--- src/sv/tdpt_pkg.sv ---
// Shared widths, constants and control/status types of the prime test core.
package tdpt_pkg;

  localparam int VALUE_WIDTH = 32;
  // Divisors never pass sqrt(2^(VALUE_WIDTH-1)) + 6, which fits here.
  localparam int D_W   = VALUE_WIDTH / 2 + 3;
  localparam int SQ_W  = VALUE_WIDTH + 1;
  localparam int CNT_W = $clog2(VALUE_WIDTH + 1);

  localparam logic [VALUE_WIDTH-1:0] VAL_ONE   = VALUE_WIDTH'(1);
  localparam logic [VALUE_WIDTH-1:0] VAL_THREE = VALUE_WIDTH'(3);
  localparam logic [D_W-1:0]  DIV_TWO   = D_W'(2);
  localparam logic [D_W-1:0]  DIV_THREE = D_W'(3);
  localparam logic [D_W-1:0]  D_FIRST   = D_W'(5);
  localparam logic [D_W-1:0]  D_GAP     = D_W'(2);
  localparam logic [D_W-1:0]  D_STEP    = D_W'(6);
  localparam logic [SQ_W-1:0] SQ_FIRST  = SQ_W'(25);
  localparam logic [SQ_W-1:0] SQ_BIAS   = SQ_W'(36);
  localparam logic [CNT_W-1:0] DIV_STEPS = CNT_W'(VALUE_WIDTH);

  typedef struct packed {
    logic load;
    logic start_small;
    logic start_pair;
    logic step;
    logic adv;
  } tdpt_cmd_t;

  typedef struct packed {
    logic neg;
    logic le1;
    logic le3;
    logic div_busy;
    logic rem_zero;
    logic sq_gt;
  } tdpt_stat_t;

endpackage

--- src/sv/tdpt_dp.sv ---
// Datapath: operand, divisor/square tracking and two restoring remainder lanes.
module tdpt_dp
  import tdpt_pkg::*;
(
  input  logic                          clk,
  input  logic                          rst_n,
  input  logic signed [VALUE_WIDTH-1:0] in_value,
  input  tdpt_cmd_t                     cmd,
  output tdpt_stat_t                    stat
);

  logic [VALUE_WIDTH-1:0] n_r;
  logic [VALUE_WIDTH-1:0] sh_r;
  logic [D_W-1:0]         d_r;
  logic [SQ_W-1:0]        sq_r;
  logic                   pair_r;
  logic [D_W-1:0]         div0_r;
  logic [D_W-1:0]         div1_r;
  logic [D_W-1:0]         r0_r;
  logic [D_W-1:0]         r1_r;
  logic [CNT_W-1:0]       cnt_r;

  logic [D_W:0]   t0;
  logic [D_W:0]   t1;
  logic           ge0;
  logic           ge1;
  logic [D_W-1:0] r0_nxt;
  logic [D_W-1:0] r1_nxt;
  logic [SQ_W-1:0] d_ext;
  logic [SQ_W-1:0] sq_nxt;

  // One quotient bit per cycle in each lane, both fed from the same operand bit.
  assign t0  = {r0_r, sh_r[VALUE_WIDTH-1]};
  assign t1  = {r1_r, sh_r[VALUE_WIDTH-1]};
  assign ge0 = t0 >= {1'b0, div0_r};
  assign ge1 = t1 >= {1'b0, div1_r};
  assign r0_nxt = ge0 ? D_W'(t0 - {1'b0, div0_r}) : t0[D_W-1:0];
  assign r1_nxt = ge1 ? D_W'(t1 - {1'b0, div1_r}) : t1[D_W-1:0];

  // (d + 6)^2 = d^2 + 12d + 36, so the bound needs no multiplier.
  assign d_ext  = SQ_W'(d_r);
  assign sq_nxt = sq_r + (d_ext << 3) + (d_ext << 2) + SQ_BIAS;

  always_ff @(posedge clk) begin
    if (cmd.load) begin
      n_r    <= $unsigned(in_value);
      d_r    <= D_FIRST;
      sq_r   <= SQ_FIRST;
      pair_r <= 1'b0;
    end else if (cmd.adv && pair_r) begin
      d_r  <= d_r + D_STEP;
      sq_r <= sq_nxt;
    end
    if (cmd.start_small || cmd.start_pair) begin
      sh_r   <= n_r;
      r0_r   <= '0;
      r1_r   <= '0;
      pair_r <= cmd.start_pair;
      div0_r <= cmd.start_pair ? d_r : DIV_TWO;
      div1_r <= cmd.start_pair ? d_r + D_GAP : DIV_THREE;
    end else if (cmd.step && (cnt_r != '0)) begin
      sh_r <= {sh_r[VALUE_WIDTH-2:0], 1'b0};
      r0_r <= r0_nxt;
      r1_r <= r1_nxt;
    end
  end

  always_ff @(posedge clk) begin
    if (!rst_n) begin
      cnt_r <= '0;
    end else if (cmd.start_small || cmd.start_pair) begin
      cnt_r <= DIV_STEPS;
    end else if (cmd.step && (cnt_r != '0)) begin
      cnt_r <= cnt_r - CNT_W'(1);
    end
  end

  assign stat.neg      = n_r[VALUE_WIDTH-1];
  assign stat.le1      = n_r <= VAL_ONE;
  assign stat.le3      = n_r <= VAL_THREE;
  assign stat.div_busy = cnt_r != '0;
  assign stat.rem_zero = (r0_r == '0) || (r1_r == '0);
  assign stat.sq_gt    = sq_r > {1'b0, n_r};

endmodule

--- src/sv/tdpt_ctrl.sv ---
// Controller: sequences the test of one value and holds the result register.
module tdpt_ctrl
  import tdpt_pkg::*;
(
  input  logic       clk,
  input  logic       rst_n,
  input  logic       in_valid,
  output logic       in_stall,
  output logic       out_valid,
  input  logic       out_stall,
  output logic       out_prime,
  output tdpt_cmd_t  cmd,
  input  tdpt_stat_t stat
);

  localparam logic [2:0] S_IDLE  = 3'd0;
  localparam logic [2:0] S_CLASS = 3'd1;
  localparam logic [2:0] S_DIV   = 3'd2;
  localparam logic [2:0] S_EVAL  = 3'd3;
  localparam logic [2:0] S_CHECK = 3'd4;
  localparam logic [2:0] S_DONE  = 3'd5;

  logic [2:0] state_r;
  logic [2:0] state_nxt;
  logic       res_r;
  logic       res_nxt;
  logic       out_valid_r;
  logic       out_valid_nxt;
  logic       out_prime_r;
  logic       load_out;

  always_comb begin
    state_nxt = state_r;
    res_nxt   = res_r;
    cmd       = '0;
    load_out  = 1'b0;
    unique case (state_r)
      S_IDLE: begin
        if (in_valid) begin
          cmd.load  = 1'b1;
          state_nxt = S_CLASS;
        end
      end
      S_CLASS: begin
        priority if (stat.neg || stat.le1) begin
          res_nxt   = 1'b0;
          state_nxt = S_DONE;
        end else if (stat.le3) begin
          res_nxt   = 1'b1;
          state_nxt = S_DONE;
        end else begin
          cmd.start_small = 1'b1;
          state_nxt       = S_DIV;
        end
      end
      S_DIV: begin
        if (stat.div_busy) begin
          cmd.step = 1'b1;
        end else begin
          state_nxt = S_EVAL;
        end
      end
      S_EVAL: begin
        if (stat.rem_zero) begin
          res_nxt   = 1'b0;
          state_nxt = S_DONE;
        end else begin
          cmd.adv   = 1'b1;
          state_nxt = S_CHECK;
        end
      end
      S_CHECK: begin
        if (stat.sq_gt) begin
          res_nxt   = 1'b1;
          state_nxt = S_DONE;
        end else begin
          cmd.start_pair = 1'b1;
          state_nxt      = S_DIV;
        end
      end
      S_DONE: begin
        if (!out_valid_r || !out_stall) begin
          load_out  = 1'b1;
          state_nxt = S_IDLE;
        end
      end
      default: begin
        state_nxt = S_IDLE;
      end
    endcase
  end

  // The result register frees the core as soon as the answer is parked.
  always_comb begin
    priority if (load_out) begin
      out_valid_nxt = 1'b1;
    end else if (!out_stall) begin
      out_valid_nxt = 1'b0;
    end else begin
      out_valid_nxt = out_valid_r;
    end
  end

  always_ff @(posedge clk) begin
    if (!rst_n) begin
      state_r     <= S_IDLE;
      out_valid_r <= 1'b0;
    end else begin
      state_r     <= state_nxt;
      out_valid_r <= out_valid_nxt;
    end
  end

  always_ff @(posedge clk) begin
    res_r <= res_nxt;
    if (load_out) begin
      out_prime_r <= res_r;
    end
  end

  assign in_stall  = state_r != S_IDLE;
  assign out_valid = out_valid_r;
  assign out_prime = out_prime_r;

endmodule

--- src/sv/trial_division_prime_test_core.sv ---
// Prime test core: one signed value in, one prime flag out per transaction.
// Values at or below one are not prime, two and three are, and otherwise the
// value is divided by 2 and 3 and then by the pairs 6k-1, 6k+1 from 5 upward
// while the divisor squared does not exceed it. Both divisors of a pair run in
// two restoring remainder lanes that retire one operand bit per cycle. One
// item is in work at a time; the result register lets the next transaction
// in while a result is unread.
module trial_division_prime_test_core
  import tdpt_pkg::*;
(
  input  logic                          clk,
  input  logic                          rst_n,
  input  logic                          in_valid,
  output logic                          in_stall,
  input  logic signed [VALUE_WIDTH-1:0] in_value,
  output logic                          out_valid,
  input  logic                          out_stall,
  output logic                          out_prime
);

  tdpt_cmd_t  cmd;
  tdpt_stat_t stat;

  tdpt_ctrl u_ctrl (
    .clk       (clk),
    .rst_n     (rst_n),
    .in_valid  (in_valid),
    .in_stall  (in_stall),
    .out_valid (out_valid),
    .out_stall (out_stall),
    .out_prime (out_prime),
    .cmd       (cmd),
    .stat      (stat)
  );

  tdpt_dp u_dp (
    .clk      (clk),
    .rst_n    (rst_n),
    .in_value (in_value),
    .cmd      (cmd),
    .stat     (stat)
  );

endmodule

--- config.mk ---
export PLATFORM = sky130hd
export DESIGN_NAME = trial_division_prime_test_core
export DESIGN_NICKNAME = d
export VERILOG_FILES = /design/src/sv/tdpt_pkg.sv /design/src/sv/tdpt_dp.sv /design/src/sv/tdpt_ctrl.sv /design/src/sv/trial_division_prime_test_core.sv
export SDC_FILE = /design/constraint.sdc
export NUM_CORES = 1
export LEC_CHECK = 0
export ABC_AREA = 0
export CAP_MARGIN = 20
export CELL_PAD_IN_SITES_DETAIL_PLACEMENT = 0
export CELL_PAD_IN_SITES_GLOBAL_PLACEMENT = 2
export CORE_MARGIN = 3
export CORE_UTILIZATION = 40
export DETAILED_ROUTE_END_ITERATION = 10
export DONT_BUFFER_PORTS = 1
export GPL_ROUTABILITY_DRIVEN = 0
export PLACE_DENSITY = 0.83
export SYNTH_ARGS = -nofsm -noshare
export SYNTH_HDL_FRONTEND = slang
export SYNTH_SLANG_ARGS = --single-unit
--- constraint.sdc ---
create_clock -name clk -period 6.2 [get_ports clk]
set_input_delay 0.93 -clock clk [delete_from_list [all_inputs] [get_ports clk]]
set_output_delay 0.93 -clock clk [all_outputs]
set_load 0.03 [all_outputs]
## After elaboration in Yosys (flattened, before gate mapping)

Index checks and enable logic that the tools add are counted.

| cells by class | value |
|---|---|
| $lt $le $gt $ge | 5 |
| add/sub/neg operators | 8 |
| mux-type cells | 36 |
| eq/ne operators | 12 |
| bitwise operators | 1 |
| reduce and logical (&&, ||, !) cells | 19 |

Operators with widths:

| kind | count |
|---|---|
| 32-bit two-way mux | 2 |
| 20-bit by 19-bit greater-or-equal comparator with 1-bit output | 2 |
| 19-bit zero test | 2 |
| 19-bit two-way mux | 2 |
| 19-bit subtractor | 2 |
| 33-bit by 21-bit adder with 33-bit output | 1 |
| 33-bit by 22-bit adder with 33-bit output | 1 |
| 33-bit by 6-bit adder with 33-bit output, second input constant | 1 |
| 33-bit by 32-bit greater-than comparator with 1-bit output | 1 |
| 32-bit by 1-bit <= comparator with 1-bit output, second input constant | 1 |
| 32-bit by 2-bit <= comparator with 1-bit output, second input constant | 1 |
| 1-bit two-way mux | 22 |
| 19-bit by 2-bit adder with 19-bit output, second input constant | 1 |
| 19-bit by 3-bit adder with 19-bit output, second input constant | 1 |
| 3-bit two-way mux | 6 |
| 3-bit case mux with 6 select lines | 1 |
| 6-bit two-way mux | 2 |
| 2-bit inequality test, second input constant | 4 |
| 3-bit by 2-bit == test with 1-bit output, second input constant | 2 |
| 3-bit == test, second input constant | 2 |
| 3-bit nonzero test | 2 |
| 6-bit nonzero test | 1 |
| 6-bit by 1-bit subtractor with 6-bit output, second input constant | 1 |
| 1-bit logical OR | 4 |
| other kinds (12) | 16 |

| storage, ports and cells | value |
|---|---|
| input bits | 36 |
| output and inout port bits | 3 |
| logic and storage cells | 96 |
| register bits | 205 |

## Depth between registers and ports, before layout

| logic depth | value |
|---|---|
| word-level depth | 6 |
| gate-level depth with buffers | 14 |
| gate-level depth less buffers | 14 |

## Modules after synthesis

From an unflattened synthesis, not the netlist that was laid out.

| second synthesis, totals | value |
|---|---|
| cells, all modules | 1412 |
| area, all modules | 12874.8 sq um |

By module, submodules not included:

| module | cells each | times used | area each (sq um) |
|---|---|---|---|
| tdpt_dp | 1364 | 1 | 12480.7 |
| tdpt_ctrl | 48 | 1 | 394.1 |

## Least setup slack after synthesis

Ideal clock, no wire load.

| timing path | value |
|---|---|
| kind | register -> register |
| start point | register u_dp.n_r[3] |
| end point | register u_dp.sh_r[0], enable pin |
| period minus slack after synthesis | 3690 ps |
| slack | 2510 ps |
| library setup time | 387 ps |
| cell stages (with the launch flop) | 10 |
| data arrival time | 3303 ps |
| cells stage by stage | edfxtp_1 > inv_1 > ha_1 > or3b_1 > or4_1 > o32a_1 > o21a_1 > inv_2 > nor2_1 > inv_1 |

| on the way | value |
|---|---|
| word-level cells in the longest chain between the ends | 6 |
| elaborated cells between the ends (all ways) | 11 |
| those cells by class | 3 x order compare; 5 x mux; 3 x reduce/logical |

Ends and longest elaborated chain:

| element | RTL line | text |
|---|---|---|
| from (decl) | tdpt_dp.sv:12 | `logic [VALUE_WIDTH-1:0] n_r;` |
| from (signal assigned) | tdpt_dp.sv:46 | `n_r <= $unsigned(in_value);` |
| 32-bit by 2-bit <= comparator with 1-bit output or 32-bit by 1-bit <= comparator with 1-bit output (tied branches) | tdpt_dp.sv:80, tdpt_dp.sv:79 |  |
| 1-bit two-way mux or 1-bit logical OR (tied branches) | tdpt_ctrl.sv:48, tdpt_ctrl.sv:45 |  |
| 1-bit two-way mux | tdpt_ctrl.sv:45 | `priority if (stat.neg \|\| stat.le1) begin` |
| 1-bit two-way mux | tdpt_ctrl.sv:37 | `unique case (state_r)` |
| 1-bit logical OR (*) | tdpt_dp.sv:54 | `if (cmd.start_small \|\| cmd.start_pair) begin` |
| 2-bit nonzero test (no line) (*) | n/a |  |
| to (signal assigned) | tdpt_dp.sv:55 | `sh_r <= n_r;` |
| to (signal assigned) | tdpt_dp.sv:62 | `sh_r <= {sh_r[VALUE_WIDTH-2:0], 1'b0};` |
| to (decl) | tdpt_dp.sv:13 | `logic [VALUE_WIDTH-1:0] sh_r;` |

Mark *: on every way between the ends. The rest lies on a longest branch, timed or not.
A chain may end at the register's enable or synchronous reset.

## Worst setup path in the final report

| timing path | value |
|---|---|
| start point | register u_dp.d_r[3] |
| end point | register u_dp.sq_r[32] |

| on the way | value |
|---|---|
| word-level cells in the longest chain between the ends | 3 |

Ends and longest elaborated chain:

| element | RTL line | text |
|---|---|---|
| from (decl) | tdpt_dp.sv:14 | `logic [D_W-1:0] d_r;` |
| from (signal assigned) | tdpt_dp.sv:51 | `d_r <= d_r + D_STEP;` |
| 33-bit by 22-bit adder with 33-bit output | tdpt_dp.sv:42 | `assign sq_nxt = sq_r + (d_ext << 3) + (d_ext << 2) + SQ_BIAS;` |
| 33-bit by 21-bit adder with 33-bit output (*) | tdpt_dp.sv:42 |  |
| 33-bit by 6-bit adder with 33-bit output (*) | tdpt_dp.sv:42 |  |
| to (signal assigned) | tdpt_dp.sv:52 | `sq_r <= sq_nxt;` |
| to (decl) | tdpt_dp.sv:15 | `logic [SQ_W-1:0] sq_r;` |

Marks and branches as above.

==> flow_summary.yaml <==
pwr:
  switchingPower_mw: 1.35
  p_sw_frac: 0.348
  p_comb_frac: 0.256
  p_per_area_mw_per_mm2: 291
  intPower_mw: 2.54
  seqPwrFrac: 0.465
  ir_drop_v: 0.000197
  p_leak_nw: 5.69
  power_frac_clock: 0.280
global_route:
  antenna_found_initial: 0
  track_usage: 0.191
  grt-ovfl-total: 0
  grt_first_pass_wirelength_um: 50800
  grt_pass1_vias: 9455
  grt_max_degree: 60
yosys:
  ys_warn_count: 0
  avgSynthCellArea_um2: 9.12
  synth_async_sr_flop_share: 0
  synthAdderAreaFrac: 0.144
  synth_top_area_cell: "edfxtp_1"
  synth-edff-count: 104
  netlist_area_mm2: 0.0124
  synth_seq_cells: 200
  synth_area_leaders: "edfxtp_1 (25%), dfxtp_1 (15%), ha_1 (11%)"
  synth_compound_area_frac: 0.152
  muxShareOfSynthArea: 0.0201
  synth_xor_area_frac: 0.0557
  yosysTopAreaCellShare: 0.251
  synth_top_family_by_area: "simple AND/OR/NAND/NOR gates"
  synth_cell_type_count: 66
  synthCells: 1362
  synth-simple-area-share: 0.165
  seq_area_frac_synth: 0.406
  synthFlopType: "edfxtp_1"
  syn-num-nets: 1529
routing:
  drtPass1Iterations: 5
  wl_um: 30800
  drc: 0
  wl_per_cell_um: 17.6
  via_count: 9416
  via_per_inst: 5.38
  detailedRoute.firstIterationViolations: 480
  postRouteAntennaNets: 0
timing:
  relSlewSlack: 0.295
  fmax_mhz: 261
  rsz0062_at_grt: "false"
  worst_pin_slew_ps: 1050
  tns_ps: 0
  worst_slack_ps: 2370
  skew_ps: 12.7
  fin_crit_sh: 0.618
  fin_crit_ps: 3830
  finalHoldViolCount: 0
  setup-violations-final: 0
  final_max_slew_viol_count: 0
worst_setup_path:
  start_kind: "register"
  arrival_ps: 4200
  cp-end-kind: "register"
  worstSetupPathType: "reg -> reg"
  r2r_cells: 13
  cp_max_fo: 6
  critPathRequiredTime_ps: 6580
finish:
  syn2layout_area_growth_pct: 7.69
  fill_cells: 3020
  utilization: 0.444
  num_antenna_cells: 0
  final_cell_mix: "inv_1 (138), nand2_1 (133), nor2_1 (114), ha_1 (111), edfxtp_1 (104)"
  nets: 1513
  mostFrequentLayoutCell: "inv_1"
  drive_above_1_share: 0.0412
placed_design:
  hpwl_um: 23300
  dp_slack_ps: 2410
  io_buffers: 0
clocking:
  cts_tree: "yes"
  clockBufferDepth: 2
  numCtsBuffers: 17
  cts.sinks: 200
  path_clk_slew_ps: 80
  hold_buffers: 0
  post_cts_buffers: 0
  clk_latency_ps: 440
  cts_root_buffer: "clkbuf_16"
  h-tree-depth: 4
  ctsResizeCount: 0
floorplan:
  coreArea_mm2: 0.0301
  die_area_mm2: 0.0332
  core.rowCount: 63
  start_util: 0.413
  ios: 39
  die_h_um: 182
  die_x_um: 182
flow_run:
  cap_violations: 0
min_path:
  hp-class: "reg -> reg"
  holdPathStages: 0
status:
  status: "complete, no violations"
[synth_stat cells (all sizes together), types with 3 or more instances]
library cell and instances:
a2111oi 5, a211oi 14, a21boi 6, a21o 20, a21oi 79, a221oi 5, a31oi 10, and2 9
and3 13, buf 19, clkbuf 26, dfxtp 96, edfxtp 104, fa 20, ha 111, inv 140
mux2i 25, nand2 133, nand2b 7, nand3 65, nand4 16, nor2 114, nor2b 7, nor3 32
nor4 23, o2111ai 4, o211ai 12, o21a 11, o21ai 102, o21bai 3, o31a 4, o31ai 4
o32a 3, o41ai 3, or2 4, or3 10, or4 3, xnor2 56, xor2 23
[kinds of logic (layout without fill, tap and decap cells)]
logic type	after synthesis	in the layout
and+or+nand+nor	442	442
AOI/OAI and AO/OA	300	300
DFF	200	200
buffers and inverters	185	182
adders and majority gates	131	131
xor gates and xnor gates	79	79
muxes	25	25
[worst paths after layout]
path,startpoint,slack [ps],to
setup / recovery,u_dp.d_r[3],2370,u_dp.sq_r[32]
hold / removal,u_ctrl.res_r,430,u_ctrl.out_prime
setup reg to reg,u_dp.d_r[3],2370,u_dp.sq_r[32]
hold reg to reg,u_ctrl.res_r,430,u_ctrl.out_prime
[stage by stage]
step | area (um^2) | hold WS (ps) | power, mW | std cells
6_report | 13400 | 429 | 3.89 | 1749
5_1_grt | 13400 | 452 | 4.14 | 1749
4_1_cts | 13400 | 433 | 3.93 | 1749
3_5_place_dp | 12800 | 409 | 2.84 | 1717
3_3_place_gp | 12800 | 405 | 2.83 | 1717
2_1_floorplan | 12400 | 400 | 2.53 | 1362
[power by group through the flow]
stage | combinational (mW) | sequential (mW) | clock [mW]
2_1_floorplan | 0.751 | 1.78 | 0
3_3_place_gp | 0.998 | 1.83 | 0
3_5_place_dp | 1.00 | 1.84 | 0
4_1_cts | 1.00 | 1.81 | 1.12
5_1_grt | 1.13 | 1.83 | 1.17
6_report | 0.993 | 1.81 | 1.09
[critical path, stage by stage (launching register included)]
cell and delay (ps):
dfxtp_1 420, inv_1 160, fa_1 520, inv_1 40, ha_1 320, ha_1 320
a211oi_1 300, o21bai_1 120, a21oi_1 380, o2111ai_1 200, and3_1 240, o211a_1 280
o2111ai_1 240, mux2i_1 210
[flip-flops by register name (all words and copies together) (netlist names)]
register and count:
u_ctrl.res_r 1, u_dp.cnt_r 6, u_dp.div0_r 19, u_ctrl.out_prime 1
u_dp.pair_r 1, u_dp.sq_r 30, u_dp.r1_r 19, u_dp.sh_r 32
u_ctrl.state_r 3, u_dp.n_r 32, u_dp.r0_r 19, u_dp.d_r 18
u_ctrl.out_valid 1, u_dp.div1_r 18
[layout make-up]
| class | count | area (um^2) | area share |
|---|---|---|---|
| Multi-Input combinational cell | 977 | 6690 | 0.500 |
| Timing Repair Buffer | 10 | 75.1 | 0.00561 |
| Sequential cell | 200 | 5040 | 0.377 |
| Clock buffer | 17 | 425 | 0.0318 |
| Clock inverter | 15 | 130 | 0.00973 |
| Tap cell | 390 | 488 | 0.0365 |
| Inverter | 140 | 526 | 0.0393 |
[routing by layer]
layer | GRT usage | vias up | share of wire
li1 | - | 4800 | -
met4 | 0.0500 | 0 | 0.019
met1 | 0.260 | 4449 | 0.48
met3 | 0.0333 | 33 | 0.026
met2 | 0.316 | 134 | 0.48
met5 | 0 | - | 0
No activity file was read; power rests on OpenSTA's default activity.
